[config.mk]
export PLATFORM = sky130hd
export DESIGN_NAME = svdbs_ram
export DESIGN_NICKNAME = d
export VERILOG_FILES = /design/src/sv/svdbs_ram.sv
export SDC_FILE = /design/constraint.sdc
export NUM_CORES = 1
export LEC_CHECK = 0
export ABC_AREA = 1
export BUFFER_PORTS_ARGS = -buffer_cell sky130_fd_sc_hd__buf_2
export CORE_UTILIZATION = 50
export DETAILED_ROUTE_END_ITERATION = 10
export GPL_TIMING_DRIVEN = 0
export PLACE_DENSITY = 0.64
export SLEW_MARGIN = 30
export SYNTH_ARGS = -nofsm -noshare
export SYNTH_HDL_FRONTEND = slang
export SYNTH_SLANG_ARGS = --single-unit
[constraint.sdc]
create_clock -name clk -period 8.1 [get_ports clk]
set_clock_uncertainty 0.1 [all_clocks]
set_input_delay 1.62 -clock clk [delete_from_list [all_inputs] [get_ports clk]]
set_output_delay 1.62 -clock clk [all_outputs]
set_load 0.01 [all_outputs]
[src/sv/svdbs_ram.sv]
module svdbs_ram #(
  parameter int Width = 32,
  parameter int Depth = 16
) (
  input  logic                     clk,
  input  logic                     we,
  input  logic [$clog2(Depth)-1:0] waddr,
  input  logic [Width-1:0]         wdata,
  input  logic [$clog2(Depth)-1:0] raddr,
  output logic [Width-1:0]         rdata
);
  logic [Width-1:0] mem [Depth];

  always_ff @(posedge clk) begin
    if (we) mem[waddr] <= wdata;
    rdata <= mem[raddr];
  end
endmodule

## After elaboration in Yosys (flattened, before gate mapping)

Memories as Yosys holds them, arrays and structs flattened. A register that Yosys moved wholly into a read port is not among the register bits.
Index checks and enable logic that the tools add are counted.

| storage, ports and cells | value |
|---|---|
| register bits | 0 |
| latch bits | 0 |
| memory bits (writable) | 512 |
| bits in read-only memories | 0 |
| input port bits | 42 |
| output and inout port bits | 32 |
| memories kept | 1 |

Memory list:

| memory | depth | bits a word | rd ports | clocked after Yosys merged registers in | wr ports | RTL line | text |
|---|---|---|---|---|---|---|---|
| mem | 16 | 32 | 1 | 1 | 1 | 12 | `logic [Width-1:0] mem [Depth];` |

| operators by class | value |
|---|---|
| add/sub/neg operators | 0 |
| $mul | 0 |
| divide/modulo/power cells | 0 |
| order comparisons | 0 |
| equal/unequal tests | 0 |
| shifts and indexed selects | 0 |
| mux-type cells | 2 |
| bitwise logic cells | 0 |
| reductions and logical operators | 0 |

Operator list:

| kind | number |
|---|---|
| 1-bit 2-to-1 mux | 2 |

## Depth between registers and ports, before layout

| depth | value |
|---|---|
| word-level depth | 2 |
| depth in mapped cells | 10 |
| gate-level depth less buffers | 7 |

## Worst setup path after synthesis

OpenSTA, ideal clock, no wires.

| timing | value |
|---|---|
| kind | input to register |
| start point | input port waddr[2] |
| end point | memory mem[10][0] (enable) |
| setup time | 0.421 ns |
| arrival | 3.192 ns |
| data required time | 7.579 ns |
| path slack | 4.387 ns |
| stages | 2 |
| path buffers | 0 |
| cell sequence | nand3b_1 > nor2_1 |

RTL lines:

| what | RTL line | text |
|---|---|---|
| start: declaration | 7 | `input logic [$clog2(Depth)-1:0] waddr,` |
| end: declaration | 12 |  |

No word-level cell before the write port.

## Worst setup path in the final report

| timing | value |
|---|---|
| start point | input port waddr[3] |
| end point | memory mem[5][1] (enable) |

No word-level cell before the write port.

==> impl_metrics.env <==
export IMPL_fmax_ghz=0.343
export IMPL_placed_cells=2813
export IMPL_crit_required_ps=8300
export IMPL_dp_hpwl_um=40700
export IMPL_p_int_uw=4740
export IMPL_rows=77
export IMPL_cts_setup_buffers=0
export IMPL_drt_first_pass_iters=7
export IMPL_syn_area_mm2=0.0227
export IMPL_grt_pass1_vias=14800
export IMPL_wl_per_cell_um=21.4
export IMPL_initial_utilization_pct=51.1
export IMPL_die_w_um=215
export IMPL_syn_nets=2162
export IMPL_swShare_pct=22.6
export IMPL_peakVddDrop_mv=0.165
export IMPL_antenna_left=0
export IMPL_yosysWarnings=0
export IMPL_routed_via_density=5.33
export IMPL_timing_critical_path_to_type="flop"
export IMPL_drive_above_1_share_pct=12.0
export IMPL_min_from="mem[10][21]"
export IMPL_pwr_share_clk_pct=41.3
export IMPL_layout_min_cycle_time_ps=2920
export IMPL_layout_common_cells="nand2_1 (677), edfxtp_1 (512), inv_1 (388)"
export IMPL_clk_pin_slew_worst_paths_ps=60
export IMPL_critical_path_class="input pin to flop"
export IMPL_vias=15600
export IMPL_final_cell_count_no_fill=2918
export IMPL_power_uw=6120
export IMPL_power_switching_uw=1380
export IMPL_synth_avg_cell_area_um2=10.7
export IMPL_cpMaxStageDelayCell="nor2_4"
export IMPL_wl_um=62500
export IMPL_pwr_share_seq_pct=51.6
export IMPL_finalSetupViolations=0
export IMPL_path_max_fanout=17
export IMPL_cts_htree_levels=2
export IMPL_hold_class="flop to flop"
export IMPL_relSlewSlack_pct=39.9
export IMPL_ios=74
export IMPL_powerDensity_mw_per_mm2=231
export IMPL_r2r_slack_ps=6920
export IMPL_fin_crit_sh_pct=36.0
export IMPL_synth_distinct_cells=15
export IMPL_syn_to_final_growth_pct=16.9
export IMPL_cts_hold_buffers=0
export IMPL_numCtsBuffers=56
export IMPL_slew_violations=0
export IMPL_io_buffers=71
export IMPL_crit_start="waddr[3]"
export IMPL_yosysSeqAreaShare_pct=70.5
export IMPL_cts_resized=0
export IMPL_hold_viol=0
export IMPL_worst_pin_slew_ps=901
export IMPL_grt_ovfl_total=0
export IMPL_clk_root_buffer_cell="clkbuf_16"
export IMPL_core_area_mm2=0.0445
export IMPL_synth_seq_cells=544
export IMPL_arrival_ps=3120
export IMPL_drt_iter0_markers=1783
export IMPL_nets=2321
export IMPL_drc_errors=0
export IMPL_final_common_cell="nand2_1"
export IMPL_finalSetupTns_ps=0
export IMPL_cts_buffer_depth=3
export IMPL_slowest_delay_ps=690
export IMPL_finalWeightedCongestion=0.823
export IMPL_cp_start_kind="input pin"
export IMPL_cts_tree="done"
export IMPL_synthCells=2120
export IMPL_die_area_mm2=0.0463
export IMPL_status="completed"
export IMPL_die_h_um=215
export IMPL_p_leak_uw=0.0114
export IMPL_grt_use_total_pct=27.4
export IMPL_power_frac_comb_pct=7.1
export IMPL_grt_max_degree=19
export IMPL_hold_worst_slack_ps=565
export IMPL_rsz0062_at_grt="no"
export IMPL_clk_latency_ps=610
export IMPL_grt_pass1_wl_um=93000
export IMPL_reg2reg_from="mem[13][10]"
export IMPL_drv_cap=0
export IMPL_cts_sinks=544
export IMPL_path_cells="buf_2 -> nand3b_1 -> nor2_4 -> buf_16"
export IMPL_antenna_found_initial=1
flip-flops by register name, summed over array words and instances (netlist names):
signal and flops:
rdata 32, mem 512
worst max-delay path: cells and delay by family:
family,cells,cell delay [ps]
buffers and inverters,2,380
AND/OR/NAND/NOR,2,1100
area by class of cell:
type                            count  area, µm²
Antenna cell                        1       2.50
Tap cell                          592        741
Clock buffer                       87       1660
Clock inverter                     17        140
Timing Repair Buffer              101       1170
Sequential cell                   544      16000
Inverter                          390       1470
Multi-Input combinational cell   1081       4670
Buffer                            105        703
Fill cell                        3583      17900
Yosys cell counts:
library cell  instances  area share, %
inv_1               388            6.4
buf_12                1          0.088
inv_4                 1          0.028
nand3b_1              2          0.066
buf_1                14           0.23
nor2_1               17           0.28
buf_4                 6           0.20
edfxtp_1            512             68
nand2_1             677             11
buf_2                41           0.90
dfxtp_1              32            2.8
nand3_1             385            8.5
buf_6                29            1.4
clkbuf_1             14           0.23
inv_2                 1          0.016
cell families (layout without fill, tap and decap cells):
logic type / count (synthesis) / count (layout) / synth area share [%]
flip-flops: 544 / 544 / 70.5
AND/OR/NAND/NOR: 1081 / 1081 / 20.0
buffers and inverters: 495 / 700 / 9.54
other: 0 / 1 / 0
per-stage QoR:
step | setup slack, ps | utilization (%) | area [µm²]
finish | 5180 | 59.7 | 26600
CTS | 5190 | 59.7 | 26600
global placement | 2540 | 53.5 | 23800
floorplan | 4390 | - | 22700
global route | 5160 | 59.7 | 26600
detailed placement | 4560 | 55.6 | 24800
power groups by stage:
stage          Sequential (µW)  Combinational, µW  Clock (µW)
3_3_place_gp              3220                398           0
3_5_place_dp              3220                428           0
5_1_grt                   3170                470        2660
2_1_floorplan             3230                215           0
4_1_cts                   3160                431        2550
6_report                  3160                434        2530
metal layers:
layer	track usage, %	wire, µm
met5	0	0
met1	38.9	26000
met2	42.7	28400
met3	5.75	6350
met4	8.42	1740
final timing paths:
kind,cells past startpoint,endpoint
worst max-delay path,4,mem[5][1]
worst min-delay path,6,rdata[21]
worst max register to register,6,rdata[10]
worst min register to register,6,rdata[21]
(Power assumes the default switching activity.)
