<file path="src/sv/svdbs_pkg.sv">
package svdbs_pkg;
  localparam int MaxDim = 16;
  localparam int IdxW = 4;
  localparam int DataW = 32;

  localparam logic [2:0] OP_WR_U = 3'd0;
  localparam logic [2:0] OP_WR_V = 3'd1;
  localparam logic [2:0] OP_WR_W = 3'd2;
  localparam logic [2:0] OP_WR_B = 3'd3;
  localparam logic [2:0] OP_SOLVE = 3'd4;

  localparam logic [1:0] REG_SIZE = 2'd0;
  localparam logic [1:0] REG_CUTOFF = 2'd1;

  typedef struct packed {
    logic start;
    logic [63:0] num;
    logic [31:0] den;
  } div_req_t;

  typedef struct packed {
    logic busy;
    logic done;
    logic [31:0] quo;
  } div_rsp_t;
endpackage

</file>
<file path="src/sv/svdbs_div.sv">
// Signed 64/32 restoring divider, one quotient bit a cycle, toward zero,
// saturated to 32 bits.
module svdbs_div import svdbs_pkg::*; (
  input  logic     clk,
  input  logic     rst,
  input  div_req_t req,
  output div_rsp_t rsp
);
  logic        busy;
  logic        done;
  logic [6:0]  cnt;
  logic        neg;
  logic [63:0] rem_q;
  logic [64:0] rem;
  logic [32:0] dv;
  logic [64:0] shifted;
  logic [63:0] mag;
  logic [31:0] sat;

  assign shifted = {rem[63:0], rem_q[63]};

  // final magnitude is in rem_q (quotient bits)
  assign mag = rem_q;
  always_comb begin
    if (neg) sat = (mag > 64'h8000_0000) ? 32'h8000_0000 : 32'(~mag + 64'd1);
    else sat = (mag > 64'h7FFF_FFFF) ? 32'h7FFF_FFFF : mag[31:0];
  end

  always_ff @(posedge clk) begin
    if (rst) begin
      busy <= 1'b0;
      done <= 1'b0;
      cnt <= '0;
    end else begin
      done <= 1'b0;
      if (req.start) begin
        busy <= 1'b1;
        cnt <= 7'd64;
        neg <= req.num[63] ^ req.den[31];
        rem_q <= req.num[63] ? (~req.num + 64'd1) : req.num;
        dv <= req.den[31] ? (33'd0 - {1'b1, req.den}) : {1'b0, req.den};
        rem <= '0;
      end else if (busy) begin
        // shift one dividend bit in, subtract if it fits
        if (shifted >= {32'd0, dv}) begin
          rem <= shifted - {32'd0, dv};
          rem_q <= {rem_q[62:0], 1'b1};
        end else begin
          rem <= shifted;
          rem_q <= {rem_q[62:0], 1'b0};
        end
        cnt <= cnt - 7'd1;
        if (cnt == 7'd1) begin
          busy <= 1'b0;
          done <= 1'b1;
        end
      end
    end
  end

  assign rsp.busy = busy;
  assign rsp.done = done;
  assign rsp.quo = sat;
endmodule

</file>
<file path="config.mk">
export PLATFORM = sky130hd
export DESIGN_NAME = svdbs_div
export DESIGN_NICKNAME = d
export VERILOG_FILES = /design/src/sv/svdbs_pkg.sv /design/src/sv/svdbs_div.sv
export SDC_FILE = /design/constraint.sdc
export NUM_CORES = 1
export LEC_CHECK = 0
export BUFFER_PORTS_ARGS = -buffer_cell sky130_fd_sc_hd__buf_2
export CAP_MARGIN = 30
export CORE_UTILIZATION = 60
export DETAILED_ROUTE_END_ITERATION = 12
export PLACE_DENSITY = 0.81
export SYNTH_ARGS = -nofsm -noshare
export SYNTH_HDL_FRONTEND = slang
export SYNTH_SLANG_ARGS = --single-unit
</file>
<file path="constraint.sdc">
create_clock -name clk -period 8.7 [get_ports clk]
set_clock_uncertainty 0.2 [all_clocks]
set_input_delay 1.305 -clock clk [delete_from_list [all_inputs] [get_ports clk]]
set_output_delay 1.305 -clock clk [all_outputs]
set_load 0.02 [all_outputs]
</file>
### Yosys cells after proc, flatten, opt, wreduce, memory -nomap -nowiden

Index checks and enable logic that the tools add are counted.

| storage, ports and cells | value |
|---|---|
| flip-flop bits (word level) | 171 |
| bits of input ports | 99 |
| word-level logic and storage cells | 44 |

| operators by class | value |
|---|---|
| add/sub/neg operators | 5 |
| magnitude comparators | 3 |
| equal/unequal tests | 1 |
| multiplexer cells | 16 |
| bitwise logic cells | 5 |
| reductions and logical operators | 5 |

Operators with widths:

| cell | number |
|---|---|
| $mux 64 | 5 |
| $mux 32 | 3 |
| $ge 65x33->1 | 1 |
| $add 64x1->64 const B | 1 |
| $gt 64x31->1 const B | 1 |
| $gt 64x32->1 const B | 1 |
| $not 64->64 | 1 |
| $sub 64x33->64 | 1 |
| $sub 1x33->33 const A | 1 |
| $add 32x1->32 const B | 1 |
| $not 32->32 | 1 |
| $mux 31 | 1 |
| $mux 7 | 2 |
| $eq 7x1->1 const B | 1 |
| $sub 7x1->7 const B | 1 |
| $mux 1 | 5 |
| $reduce_and 2->1 | 2 |
| $reduce_or 3->1 | 1 |
| $not 1->1 | 2 |
| $reduce_bool 2->1 | 1 |
| $reduce_or 2->1 | 1 |
| $xor 1x1->1 | 1 |

### Depth between registers and ports, before layout

| logic depth | value |
|---|---|
| depth in word-level cells | 4 |
| depth in mapped cells | 14 |
| depth with buffers taken out | 12 |

### Worst setup path after synthesis

No wires, ideal clock.

| timing path | value |
|---|---|
| kind | input to register |
| start | input port req[96] (netlist bit) |
| end | register rem_q[0], in the netlist mag[0] (enable) |
| data arrival time | 7.245 ns |
| required time | 7.884 ns |
| slack | 0.638 ns |
| cell stages on the path | 4 |
| path buffers | 2 |
| cells stage by stage | clkbuf_1 > clkbuf_1 > nor2_1 > nor2_1 |

| between the ends | value |
|---|---|
| cells in the longest elaborated chain, start to end | 2 |

RTL lines:

| item | RTL line | RTL |
|---|---|---|
| start, declared | svdbs_div.sv:6 | `input div_req_t req,` |
| $reduce_bool 2->1 (no source line) | -- |  |
| $reduce_and 2->1 (no source line) | -- |  |
| end signal, assigned | svdbs_div.sv:40 | `rem_q <= req.num[63] ? (~req.num + 64'd1) : req.num;` |
| end signal, assigned | svdbs_div.sv:47 | `rem_q <= {rem_q[62:0], 1'b1};` |
| end signal, assigned | svdbs_div.sv:50 | `rem_q <= {rem_q[62:0], 1'b0};` |
| end, declared | svdbs_div.sv:13 | `logic [63:0] rem_q;` |

Every way passes these cells.
A chain may end at the register's enable or synchronous reset.

==> impl_results.md <==
* Status: finished clean
* Wirelength per Cell at 17.0 um
* I/O Buffers at 132
* CP endpoint kind: output pin
* Layout area overhead at 10.9%
* Final min period at 6.12 ns
* Worst skew pair latency at 0.44 ns
* Buf/Inv on CP at 2
* Required @ worst endpoint at 7.19 ns
* Fill cell count at 1606
* Starting Density at 61.4%
* Residual DRC at 0
* P_leak at 5.19 nW
* Vias per cell at 6.31
* Clock Tree Root: clkbuf_16
* Largest net degree at the start of global routing at 102
* 1st-pass router iterations at 5
* Syn Nets at 1555
* Switching power at 0.738 mW
* Final Cycle Share at 70.3%
* Largest family of logic cells by synthesized area: simple AND/OR/NAND/NOR gates
* Finished Cell Area at 0.0138 mm2
* Synth Area in XOR/XNOR at 9.14%
* FFs w/ async S/R, synth at 0%
* # nets final at 1642
* Yosys Warn Count at 0
* Core Region at 0.0203 mm2
* Reg power frac at 45.0%
* Vias at 11303
* Critical Path Source Type: register
* Post_cts resized at 0
* Internal power at 1.59 mW
* Area of the multi-input gates at 0.00689 mm2
* Worst Max-Slew Pin Slew at 1.01 ns
* Post-synthesis compound-gate area fraction at 18.8%
* EDFF count, synth at 162
* Initial antenna violation count at 4
* IO Pins at 133
* Die Wd at 146 um
* Critical path class: reg -> out
* Synth unique cells at 71
* Setup violators final at 0
* Slew Limit Fails at 0
* Post-synthesis mux area share at 1.25%
* Logic pwr share at 25.6%
* Max Clock Freq at 0.163 GHz
* Slowest-stage cell, CP: or4_4
* Total track usage at 28.8%
* Row count at 52
* CTS sink cnt at 171
* Max cap viols at 0
* Register area at 0.00504 mm2
* Top delay family on crit path: simple AND/OR/NAND/NOR gates
* Max Root-Sink Buffers at 2
* Sw frac at 31.7%
* Final GP Congestion at 0.911
* Grt total ovfl at 0
* Slew Limit Headroom at 32.9%
* Max IR drop VDD at 141 uV
* CTS buffer count at 17
* Dpl cell area at 0.0132 mm2
* Htree depth at 4
* DIE HEIGHT at 146 um
* RSZ-0062 raised after global routing: false
* Total power at 2.33 mW
* Critical Path Fanout Max at 23
* DP Worst Slack at 3.09 ns
* Vias in the first global route at 10245
* Clock slew at reported path FFs at 0.07 ns
* Post-synthesis register bit count at 171
* HPWL Detailed at 21700 um
* Min setup slack post-route at 2.58 ns
* Final setup TNS at 0 ns
* Hold Crit Class: reg -> reg
* Worst path arrival time at 4.61 ns
* Post-CTS Setup Bufs at 0
* Max incr delay on CP at 0.56 ns
* Post-Synth Adder-Cell Area at 3.98%
* Mapped Cells at 1417
* Cells along the critical path: or4_4 > or3_1 > or4_4 > or3_1 > o31ai_4 > nand2_2 > clkinv_2 > nand2_4 > o311ai_0 > buf_2
* Die ar. at 0.0213 mm2
* Synthesized area at 0.0125 mm2
* Post-synthesis simple-gate area fraction at 22.0%
* Clock share of power at 29.4%
* Commonest cells after routing, fill and taps aside: edfxtp_1 (162), nand2_1 (149), a21oi_1 (146)
* Mean Syn Cell Area at 8.79 um2
* Pwr/cell area at 168 mW/mm2
* Final wirelength at 30500 um
* Share of layout cells above drive strength 1 at 13.3%
* Hold_buf cts at 0
* Commonest non-fill, non-tap cell in the layout: edfxtp_1
* Post-DRT Antenna Nets at 0
* Hold Fails Final Rpt at 0
* Initial DRC count at 1201
* Share of the yosys chip area belonging to registers at 40.5%
* Post-synth top flop: edfxtp_1
* First-pass GRT wire length at 50100 um
* CTS tree: yes
## worst min-delay path, cell delays in order (launching register included)
cell and delay (ns):
dfxtp_1 0.33, nor2_1 0.09, a211oi_1 0.05
## cell type report
cell class	count	share of cell area, %
repair buffers	140	5.59
flip-flops and latches	171	36.5
multi-input cells	1110	49.9
clock buffers	20	3.16
clock inverters	12	0.553
inverters	64	1.75
diodes	4	0.0725
well taps	270	2.45
## flip-flops by register name, summed over array words and instances (netlist names)
name	count
rem	64
busy	1
done	1
mag	64
dv	33
cnt	7
neg	1
## metal layers
| metal | vias up | global-route usage [%] | wire length (um) |
|---|---|---|---|
| met5 | - | 0 | 0 |
| met4 | 0 | 11.4 | 869 |
| met3 | 67 | 4.34 | 2050 |
| met2 | 506 | 45.5 | 14300 |
| met1 | 5302 | 39.9 | 13300 |
| li1 | 5428 | - | - |
## path summary, 6_finish.rpt
check	end	slack (ns)	depth (start not counted)	from
hold / removal	cnt[1]$_SDFFE_PP0P_	0.31	2	cnt[1]$_SDFFE_PP0P_
hold reg to reg	cnt[1]$_SDFFE_PP0P_	0.31	2	cnt[1]$_SDFFE_PP0P_
setup / recovery	rsp[12]	2.58	10	mag[12]$_DFFE_PP_
setup reg to reg	rem[44]$_SDFFCE_PP0P_	4.23	10	rem[51]$_SDFFCE_PP0P_
## synthesized netlist by cell type (all sizes together) (3+ instances only)
library cell  instances  area share [%]
o31ai                38             2.4
a21oi               146             5.9
a21boi                3            0.18
o22a                  3            0.21
and2                  4            0.20
o211ai                4            0.24
nor4                 26             1.3
a21o                 16            0.96
buf                  13            0.59
nand3b                6            0.36
dfxtp                 9             1.4
xor2                 76             5.3
o41ai                17             1.3
nand2               151             4.6
mux2                 12             1.1
clkbuf               59             1.8
nand3                20            0.80
nor4b                 3            0.21
nor2                147             4.4
or2                  10            0.50
o21ai                87             3.5
ha                   38             3.8
and3                 18            0.90
edfxtp              162              39
nand2b               14            0.70
o21bai                5            0.30
xnor2                54             3.8
or4                  34             2.1
nor2b                15            0.75
a31oi                 8            0.40
nor3                 35             1.4
or3                  33             1.7
nand4                17            0.85
inv                  63             1.9
o311ai               22             1.6
a211oi               15            0.90
nand4b                5            0.35
nor3b                 4            0.28
## stage by stage
stage | cells | util (%) | hold WS (ns)
final | 1791 | 68.0 | 0.308
after global routing | 1791 | 68.0 | 0.353
after global placement | 1752 | 65.1 | 0.282
after CTS | 1784 | 67.6 | 0.296
after floorplan | 1417 | - | 0.269
after detailed placement | 1752 | 65.1 | 0.290
## power by group through the flow
stage          logic, mW  clock network, mW  registers [mW]
3_3_place_gp       0.561                  0            1.06
4_1_cts            0.584              0.690            1.05
2_1_floorplan      0.431                  0            1.05
6_report           0.595              0.685            1.05
3_5_place_dp       0.576                  0            1.06
5_1_grt            0.658              0.718            1.05
## logic make-up (layout without fill, tap and decap cells)
| kind of cell | Yosys count | after routing |
|---|---|---|
| other | 1 | 5 |
| and+or+nand+nor | 549 | 549 |
| xor gates and xnor gates | 130 | 130 |
| AOI/OAI and AO/OA | 377 | 377 |
| buffers and inverters | 136 | 236 |
| DFF | 171 | 171 |
| adders and majority gates | 39 | 39 |
| muxes | 14 | 14 |
Power figures use the tool's default switching activity.
